[config.mk]
export PLATFORM = sky130hd
export DESIGN_NAME = button_click_hold_event_fsm_core
export DESIGN_NICKNAME = d
export VERILOG_FILES = /design/src/rtl/core/bchf_pkg.sv /design/src/rtl/core/bchf_apb_regs.sv /design/src/rtl/core/bchf_step.sv /design/src/rtl/core/button_click_hold_event_fsm_core.sv
export SDC_FILE = /design/constraint.sdc
export NUM_CORES = 1
export LEC_CHECK = 0
export ABC_CLOCK_PERIOD_IN_PS = 12700
export BUFFER_PORTS_ARGS = -buffer_cell sky130_fd_sc_hd__clkbuf_2
export CAP_MARGIN = 15
export CORE_MARGIN = 1.5
export CORE_UTILIZATION = 30
export CTS_BUF_LIST = sky130_fd_sc_hd__clkbuf_4 sky130_fd_sc_hd__clkbuf_8
export CTS_CLUSTER_SIZE = 24
export DETAILED_ROUTE_END_ITERATION = 12
export PLACE_DENSITY = 0.55
export SLEW_MARGIN = 40
export SYNTH_ARGS = -nofsm -noshare
export SYNTH_HDL_FRONTEND = slang
export SYNTH_SLANG_ARGS = --single-unit
[constraint.sdc]
create_clock -name aclk -period 12.7 [get_ports aclk]
set_input_delay 0.635 -clock aclk [delete_from_list [all_inputs] [get_ports aclk]]
set_output_delay 0.635 -clock aclk [all_outputs]
set_load 0.01 [all_outputs]
[src/rtl/core/bchf_pkg.sv]
`default_nettype none

package bchf_pkg;

    // Register indexes, byte address is 4 * index
    localparam logic [2:0] REG_TICK_PERIOD     = 3'd0;
    localparam logic [2:0] REG_CLICK_THRESHOLD = 3'd1;
    localparam logic [2:0] REG_HOLD_THRESHOLD  = 3'd2;
    localparam logic [2:0] REG_REPEAT_INTERVAL = 3'd3;
    localparam logic [2:0] REG_CLICK_GAP       = 3'd4;

    localparam int unsigned ADDR_W = 5;
    localparam int unsigned DATA_W = 32;

    // Key state codes
    localparam logic [2:0] ST_RELEASED = 3'd0;
    localparam logic [2:0] ST_PREPRESS = 3'd1;
    localparam logic [2:0] ST_PRELONG  = 3'd2;
    localparam logic [2:0] ST_LONGHOLD = 3'd3;
    localparam logic [2:0] ST_MULTI    = 3'd4;

    localparam logic [7:0] CLICKS_MAX = 8'hFF;

    typedef struct packed {
        logic [7:0]  tick_period;
        logic [15:0] click_threshold;
        logic [15:0] hold_threshold;
        logic [15:0] repeat_interval;
        logic [15:0] click_gap;
    } cfg_t;

    typedef struct packed {
        logic        ev_press;
        logic        ev_first_long;
        logic        ev_hold_repeat;
        logic        ev_long_release;
        logic        ev_multi_click;
        logic        ev_release;
        logic [7:0]  clicks;
        logic [15:0] last_hold;
        logic [2:0]  fsm_state;
    } result_t;

endpackage

`default_nettype wire

[src/rtl/core/bchf_apb_regs.sv]
`default_nettype none

module bchf_apb_regs
    import bchf_pkg::*;
(
    input  wire logic              aclk,
    input  wire logic              aresetn,
    input  wire logic              psel,
    input  wire logic              penable,
    input  wire logic              pwrite,
    input  wire logic [ADDR_W-1:0] paddr,
    input  wire logic [DATA_W-1:0] pwdata,
    output logic      [DATA_W-1:0] prdata,
    output logic                   pready,
    output cfg_t                   cfg
);

    cfg_t       cfg_reg;
    logic [2:0] reg_idx;
    logic       wr_en;

    assign reg_idx = paddr[4:2];
    assign wr_en   = psel & penable & pwrite;
    assign pready  = 1'b1;
    assign cfg     = cfg_reg;

    always_ff @(posedge aclk) begin
        if (!aresetn) begin
            cfg_reg.tick_period     <= 8'd10;
            cfg_reg.click_threshold <= 16'd20;
            cfg_reg.hold_threshold  <= 16'd1000;
            cfg_reg.repeat_interval <= 16'd200;
            cfg_reg.click_gap       <= 16'd300;
        end else if (wr_en) begin
            unique case (reg_idx)
                REG_TICK_PERIOD:     cfg_reg.tick_period     <= pwdata[7:0];
                REG_CLICK_THRESHOLD: cfg_reg.click_threshold <= pwdata[15:0];
                REG_HOLD_THRESHOLD:  cfg_reg.hold_threshold  <= pwdata[15:0];
                REG_REPEAT_INTERVAL: cfg_reg.repeat_interval <= pwdata[15:0];
                REG_CLICK_GAP:       cfg_reg.click_gap       <= pwdata[15:0];
                default: ;
            endcase
        end
    end

    always_comb begin
        unique case (reg_idx)
            REG_TICK_PERIOD:     prdata = {24'd0, cfg_reg.tick_period};
            REG_CLICK_THRESHOLD: prdata = {16'd0, cfg_reg.click_threshold};
            REG_HOLD_THRESHOLD:  prdata = {16'd0, cfg_reg.hold_threshold};
            REG_REPEAT_INTERVAL: prdata = {16'd0, cfg_reg.repeat_interval};
            REG_CLICK_GAP:       prdata = {16'd0, cfg_reg.click_gap};
            default:             prdata = '0;
        endcase
    end

endmodule

`default_nettype wire

[src/rtl/core/bchf_step.sv]
`default_nettype none

module bchf_step
    import bchf_pkg::*;
#(
    parameter int unsigned TIMER_BITS = 16
) (
    input  wire cfg_t                   cfg,
    input  wire logic                   pressed,
    input  wire logic [2:0]             mode,
    input  wire logic [TIMER_BITS-1:0]  press_time,
    input  wire logic [TIMER_BITS-1:0]  gap_time,
    input  wire logic [15:0]            repeat_count,
    input  wire logic [7:0]             click_total,
    input  wire logic [TIMER_BITS-1:0]  hold_record,
    output logic      [2:0]             mode_next,
    output logic      [TIMER_BITS-1:0]  press_time_next,
    output logic      [TIMER_BITS-1:0]  gap_time_next,
    output logic      [15:0]            repeat_count_next,
    output logic      [7:0]             click_total_next,
    output logic      [TIMER_BITS-1:0]  hold_record_next,
    output result_t                     result
);

    // compare width: timers against 16-bit thresholds
    localparam int unsigned CMP_W = (TIMER_BITS > 16) ? TIMER_BITS : 16;

    logic [TIMER_BITS:0] press_sum;
    logic [TIMER_BITS:0] gap_sum;
    logic [2:0]          cur_mode;
    logic                press_gt_click;
    logic                press_gt_hold;
    logic                gap_gt_limit;
    logic [CMP_W-1:0]    hold_ext;

    // saturating timer adds
    assign press_sum = {1'b0, press_time} + (TIMER_BITS + 1)'(cfg.tick_period);
    assign gap_sum   = {1'b0, gap_time} + (TIMER_BITS + 1)'(cfg.tick_period);

    always_comb begin
        if (!pressed) begin
            press_time_next = '0;
        end else if (press_sum[TIMER_BITS]) begin
            press_time_next = '1;
        end else begin
            press_time_next = press_sum[TIMER_BITS-1:0];
        end
    end

    // unused codes behave as released
    assign cur_mode = (mode > ST_MULTI) ? ST_RELEASED : mode;

    always_comb begin
        if (cur_mode != ST_MULTI) begin
            gap_time_next = '0;
        end else if (gap_sum[TIMER_BITS]) begin
            gap_time_next = '1;
        end else begin
            gap_time_next = gap_sum[TIMER_BITS-1:0];
        end
    end

    assign hold_record_next = (!pressed && cur_mode == ST_LONGHOLD) ? press_time : hold_record;

    assign press_gt_click = CMP_W'(press_time_next) > CMP_W'(cfg.click_threshold);
    assign press_gt_hold  = CMP_W'(press_time_next) > CMP_W'(cfg.hold_threshold);
    assign gap_gt_limit   = CMP_W'(gap_time_next) > CMP_W'(cfg.click_gap);

    always_comb begin
        mode_next         = cur_mode;
        repeat_count_next = repeat_count;
        click_total_next  = click_total;
        result            = '0;
        unique case (cur_mode)
            ST_PREPRESS: begin
                if (!pressed) begin
                    mode_next = ST_RELEASED;
                end else if (press_gt_click) begin
                    mode_next       = ST_PRELONG;
                    result.ev_press = 1'b1;
                end
            end
            ST_PRELONG: begin
                if (!pressed) begin
                    mode_next = ST_MULTI;
                    if (click_total != CLICKS_MAX) begin
                        click_total_next = click_total + 8'd1;
                    end
                end else if (press_gt_hold) begin
                    mode_next            = ST_LONGHOLD;
                    repeat_count_next    = cfg.repeat_interval;
                    result.ev_first_long = 1'b1;
                end
            end
            ST_LONGHOLD: begin
                if (repeat_count != 16'd0) begin
                    repeat_count_next = (repeat_count > {8'd0, cfg.tick_period}) ?
                                        repeat_count - {8'd0, cfg.tick_period} : 16'd0;
                end else begin
                    repeat_count_next     = cfg.repeat_interval;
                    result.ev_hold_repeat = 1'b1;
                end
                if (!pressed) begin
                    mode_next              = ST_RELEASED;
                    result.ev_long_release = 1'b1;
                    result.ev_release      = 1'b1;
                end
            end
            ST_MULTI: begin
                if (gap_gt_limit) begin
                    mode_next             = ST_RELEASED;
                    result.ev_multi_click = 1'b1;
                    result.ev_release     = 1'b1;
                end else if (press_gt_click) begin
                    mode_next = ST_PRELONG;
                end
            end
            default: begin
                click_total_next = 8'd0;
                if (pressed) begin
                    mode_next = ST_PREPRESS;
                end
            end
        endcase
        result.clicks    = click_total_next;
        result.last_hold = hold_ext[15:0];
        result.fsm_state = mode_next;
    end

    assign hold_ext = CMP_W'(hold_record_next);

endmodule

`default_nettype wire

[src/rtl/core/button_click_hold_event_fsm_core.sv]
// Each result is registered: it enters the result register if free, else the skid entry first.
// Throughput: one tick per cycle while s_ready is high; the whole state update is one combinational pass.
// A two-entry output buffer (result register plus skid) keeps s_ready high while
// one result waits on m_ready.
// Reset (aresetn low, synchronous): key state released, all timers and counts zero,
// registers back to their defaults, output buffer empty.
`default_nettype none

module button_click_hold_event_fsm_core
    import bchf_pkg::*;
#(
    parameter int unsigned TIMER_BITS = 16
) (
    input  wire logic              aclk,
    input  wire logic              aresetn,
    // config port
    input  wire logic              psel,
    input  wire logic              penable,
    input  wire logic              pwrite,
    input  wire logic [ADDR_W-1:0] paddr,
    input  wire logic [DATA_W-1:0] pwdata,
    output logic      [DATA_W-1:0] prdata,
    output logic                   pready,
    // poll tick input
    input  wire logic              s_valid,
    output logic                   s_ready,
    input  wire logic              s_pressed,
    // event output
    output logic                   m_valid,
    input  wire logic              m_ready,
    output logic                   m_ev_press,
    output logic                   m_ev_first_long,
    output logic                   m_ev_hold_repeat,
    output logic                   m_ev_long_release,
    output logic                   m_ev_multi_click,
    output logic                   m_ev_release,
    output logic      [7:0]        m_clicks,
    output logic      [15:0]       m_last_hold,
    output logic      [2:0]        m_fsm_state
);

    cfg_t cfg;

    // key state
    logic [2:0]            mode_reg;
    logic [TIMER_BITS-1:0] press_time_reg;
    logic [TIMER_BITS-1:0] gap_time_reg;
    logic [15:0]           repeat_count_reg;
    logic [7:0]            click_total_reg;
    logic [TIMER_BITS-1:0] hold_record_reg;

    logic [2:0]            mode_next;
    logic [TIMER_BITS-1:0] press_time_next;
    logic [TIMER_BITS-1:0] gap_time_next;
    logic [15:0]           repeat_count_next;
    logic [7:0]            click_total_next;
    logic [TIMER_BITS-1:0] hold_record_next;
    result_t               step_res;

    // output buffer: result register and skid entry
    result_t out_reg;
    result_t skid_reg;
    logic    out_valid_reg;
    logic    out_valid_next;
    logic    skid_valid_reg;
    logic    skid_valid_next;

    logic    in_xfer;
    logic    out_free;

    bchf_apb_regs u_regs (
        .aclk    (aclk),
        .aresetn (aresetn),
        .psel    (psel),
        .penable (penable),
        .pwrite  (pwrite),
        .paddr   (paddr),
        .pwdata  (pwdata),
        .prdata  (prdata),
        .pready  (pready),
        .cfg     (cfg)
    );

    bchf_step #(
        .TIMER_BITS (TIMER_BITS)
    ) u_step (
        .cfg               (cfg),
        .pressed           (s_pressed),
        .mode              (mode_reg),
        .press_time        (press_time_reg),
        .gap_time          (gap_time_reg),
        .repeat_count      (repeat_count_reg),
        .click_total       (click_total_reg),
        .hold_record       (hold_record_reg),
        .mode_next         (mode_next),
        .press_time_next   (press_time_next),
        .gap_time_next     (gap_time_next),
        .repeat_count_next (repeat_count_next),
        .click_total_next  (click_total_next),
        .hold_record_next  (hold_record_next),
        .result            (step_res)
    );

    // Input side only stalls when the skid entry is occupied.
    assign s_ready  = ~skid_valid_reg;
    assign in_xfer  = s_valid & s_ready;
    // result register can take new data this cycle
    assign out_free = ~out_valid_reg | m_ready;

    // State advances once per accepted tick.
    always_ff @(posedge aclk) begin
        if (!aresetn) begin
            mode_reg         <= ST_RELEASED;
            press_time_reg   <= '0;
            gap_time_reg     <= '0;
            repeat_count_reg <= '0;
            click_total_reg  <= '0;
            hold_record_reg  <= '0;
        end else if (in_xfer) begin
            mode_reg         <= mode_next;
            press_time_reg   <= press_time_next;
            gap_time_reg     <= gap_time_next;
            repeat_count_reg <= repeat_count_next;
            click_total_reg  <= click_total_next;
            hold_record_reg  <= hold_record_next;
        end
    end

    always_comb begin
        out_valid_next  = out_valid_reg;
        skid_valid_next = skid_valid_reg;
        if (out_free) begin
            // skid drains first; a new transfer only arrives when skid is empty
            out_valid_next  = skid_valid_reg | in_xfer;
            skid_valid_next = 1'b0;
        end else if (in_xfer) begin
            skid_valid_next = 1'b1;
        end
    end

    always_ff @(posedge aclk) begin
        if (!aresetn) begin
            out_valid_reg  <= 1'b0;
            skid_valid_reg <= 1'b0;
        end else begin
            out_valid_reg  <= out_valid_next;
            skid_valid_reg <= skid_valid_next;
        end
    end

    always_ff @(posedge aclk) begin
        if (out_free) begin
            if (skid_valid_reg) begin
                out_reg <= skid_reg;
            end else if (in_xfer) begin
                out_reg <= step_res;
            end
        end else if (in_xfer) begin
            skid_reg <= step_res;
        end
    end

    assign m_valid           = out_valid_reg;
    assign m_ev_press        = out_reg.ev_press;
    assign m_ev_first_long   = out_reg.ev_first_long;
    assign m_ev_hold_repeat  = out_reg.ev_hold_repeat;
    assign m_ev_long_release = out_reg.ev_long_release;
    assign m_ev_multi_click  = out_reg.ev_multi_click;
    assign m_ev_release      = out_reg.ev_release;
    assign m_clicks          = out_reg.clicks;
    assign m_last_hold       = out_reg.last_hold;
    assign m_fsm_state       = out_reg.fsm_state;

    // skid entry is only ever filled behind a held result
    a_skid_behind_out: assert property (@(posedge aclk) disable iff (!aresetn)
        skid_valid_reg |-> out_valid_reg)
        else $error("skid entry valid with empty result register");

    // release flag is raised exactly by one of the two ending events
    a_release_source: assert property (@(posedge aclk) disable iff (!aresetn)
        m_valid |-> (m_ev_release == (m_ev_long_release | m_ev_multi_click)))
        else $error("release flag inconsistent with ending events");

    // an ending event always returns the key to released
    a_release_state: assert property (@(posedge aclk) disable iff (!aresetn)
        (m_valid && m_ev_release) |-> (m_fsm_state == ST_RELEASED))
        else $error("release reported outside released state");

    // a skid-held transfer moves into the result register once it frees up
    a_skid_drain: assert property (@(posedge aclk) disable iff (!aresetn)
        (skid_valid_reg && m_ready) |=> (out_valid_reg && !skid_valid_reg))
        else $error("skid entry failed to drain");

endmodule

`default_nettype wire
==> impl_metrics.yaml <==
status:
  status: "finished clean"
floorplanning:
  die_w_um: 204.0
  design.core.area_um2: 39820
  rows: 73
  start_util: 0.3045
  die-area_um2: 41630
  die_h_um: 204.0
  pin_count: 113
finish:
  antennaDiodeCount: 0
  fin_nets: 1568
  fill_cells: 4160
  seq_area_um2: 4965
  multi_input_area_um2: 6524
  post_route_cells_drive_above_1_share: 0.1654
  largest_reg_flops: 72
  instances_no_fill: 2000
  area_delta_synth_final_pct: 13.58
synth:
  ys.flop_type: "dfxtp_1"
  yosysWarnings: 0
  ys_seq_area_frac: 0.4095
  ys_top_cells_by_count: "nand2_1, dfxtp_1, nor2_1"
  yosysMostFrequentCell: "nand2_1"
  synth_edf_count: 66
  synth_seq_cells: 215
  synth_cells: 1398
  postSynth.asyncResetShare: 0
  synth.distinct_cells: 83
  synth_area_leaders: "dfxtp_1, edfxtp_1, ha_1"
  netlist.area_leader.share: 0.2460
  syn_area_per_cell_um2: 8.673
  syn_area_um2: 12130
  synth_largest_area_cell: "dfxtp_1"
power:
  power_leakage_uw: 0.005260
  powerDensity_nw_per_um2: 116.8
  peakVddDrop_mv: 0.05907
clocking:
  ctsResizeCount: 0
  hold_buffers: 0
  path_clk_slew_ns: 0.06
  clock_sinks: 215
  cts_max_level: 2
  numCtsBuffers: 39
  cts.path.max_buffers: 3
  clockRootBuffer: "clkbuf_8"
  clock_latency_ns: 0.57
  cts_tree: "yes"
  postCtsSetupBuffers: 0
worst_hold_path:
  hp-class: "in -> reg"
  worst_hold_path.num_cells: 3
  hold_path.startpoint: "pwdata[8]"
  whs_endpoint: "u_regs.cfg[24]"
timing:
  post-route-period-util: 0.3838
  setup_viol: 0
  slew-limit-headroom: 0.4501
  finalMaxSlewViolations: 0
  clock_skew_ns: 0.03869
  timing_worst_slew_pin_value_ns: 0.8218
  hold-worst-slack_ns: 0.3640
  tns_ns: 0
  hold_violations: 0
  fin_ws_ns: 7.826
  rsz0062_at_grt: "no"
  max_freq_ghz: 0.2052
  min_period_ns: 4.874
setup_path:
  r2r_start: "u_regs.cfg[64]"
  end_kind: "flop"
  start_kind: "flop"
  reg2reg_depth: 17
  crit_type: "reg -> reg"
  path_max_fanout: 13
  required_ns: 13.02
  worst-r2r-setup-slack_ns: 7.83
  crit_arrival_ns: 5.19
  worstReg2RegEnd: "m_ev_release"
placed_design:
  dpl.cell_count: 1931
  post-place-ws_ns: 7.786
  port_buffers: 77
  globalplace.congestion: 0.8595
  dp_hpwl_um: 25070
run:
  maxCapViolCount: 0
global_route:
  grt_usage: 0.1708
  grt_antenna_before_repair: 0
  gr-total-overflow: 0
  grt_pass1_wl_um: 55770
  grt_pass1_vias: 9973
  grt_max_degree: 81
routing:
  routed_wl_um: 35570
  drc: 0
  drt_iter0_markers: 817
  post_drt_wl_per_cell_um: 17.79
  viasPerCell: 5.222
  ant_nets: 0
  drtPass1Iterations: 5
  vias: 10440
## final cells by class
cell class | instances | share of cell area
multi-input combinational | 1027 | 0.4737
sequential | 215 | 0.3605
clock buffer | 58 | 0.05206
tap | 525 | 0.04770
timing repair buffer | 87 | 0.03371
inverter | 77 | 0.02099
clock inverter | 11 | 0.01136
## power by group
part	total, uW	switching [uW]	internal [uW]	leakage (uW)
sequential	739	10.7	729	0.00184
clock	743	301	442	0.000453
combinational	126	84.5	41.6	0.00296
## metal layers
layer  GRT usage  share of wire
met5           0              0
met4     0.06933          0.035
met3     0.02519          0.057
met2      0.2704           0.45
met1      0.2326           0.46
## layout by cell type, fill, tap and decap left out, types with 10 or more instances in the layout
| cell | n |
|---|---|
| clkbuf_4 | 13 |
| nor2b_1 | 11 |
| o21a_1 | 14 |
| o22ai_1 | 20 |
| ha_1 | 73 |
| mux2i_1 | 10 |
| nand2_1 | 210 |
| dfxtp_1 | 149 |
| inv_1 | 76 |
| o211ai_1 | 16 |
| a22oi_1 | 30 |
| nor3_1 | 44 |
| nand3_1 | 30 |
| and3_1 | 12 |
| edfxtp_1 | 66 |
| nor2_1 | 127 |
| o31ai_1 | 10 |
| o21ai_1 | 11 |
| mux2_2 | 44 |
| clkbuf_2 | 76 |
| clkbuf_8 | 45 |
| a21oi_1 | 116 |
| xnor2_1 | 13 |
| o21ai_0 | 45 |
| conb_1 | 17 |
## stage by stage
step                        util  area, um^2  total power (uW)
after floorplan                -       12180             837.4
after global placement    0.3230       12860             876.8
after detailed placement  0.3237       12890             879.6
after CTS                 0.3456       13760              1626
after global routing      0.3458       13770              1669
final                     0.3458       13770              1609
## worst max path at each step
stage / depth (start not counted) / startpoint / end / slack [ns]
after detailed placement: 17 / u_regs.cfg[64] / skid_reg[1] / 7.79
after global placement: 17 / u_regs.cfg[64] / skid_reg[1] / 7.87
final: 17 / u_regs.cfg[64] / m_ev_release / 7.83
after global routing: 17 / u_regs.cfg[64] / skid_reg[1] / 7.50
after CTS: 17 / u_regs.cfg[64] / skid_reg[1] / 7.79
after floorplan: 18 / u_regs.cfg[64] / m_ev_first_long / 8.68
## critical path: stages, from the launching register on
cell and delay, ns:
dfxtp_1 0.57, ha_1 0.26, fa_1 0.23, a21o_1 0.13, a21o_1 0.17, a21oi_1 0.12, or2_1 0.34, nor2_2 0.46
nor2_1 0.10, a211oi_1 0.38, ha_1 0.32, and3_1 0.20, a211oi_1 0.24, a21oi_1 0.11, a311oi_1 0.22, a41o_1 0.30
o22ai_1 0.18, mux2_2 0.30
## kinds of logic (layout without fill, tap and decap cells)
| group | Yosys count | in the layout | share of synthesized area |
|---|---|---|---|
| simple gates | 507 | 507 | 0.1928 |
| compound gates | 353 | 353 | 0.1921 |
| flops | 215 | 215 | 0.4095 |
| buf+inv | 171 | 233 | 0.06119 |
| fa+ha+maj | 76 | 76 | 0.08028 |
| mux | 54 | 54 | 0.04912 |
| xor+xnor | 20 | 20 | 0.01445 |
| other cells | 2 | 17 | 0.0006194 |
No activity file was read; power rests on OpenSTA's default activity.
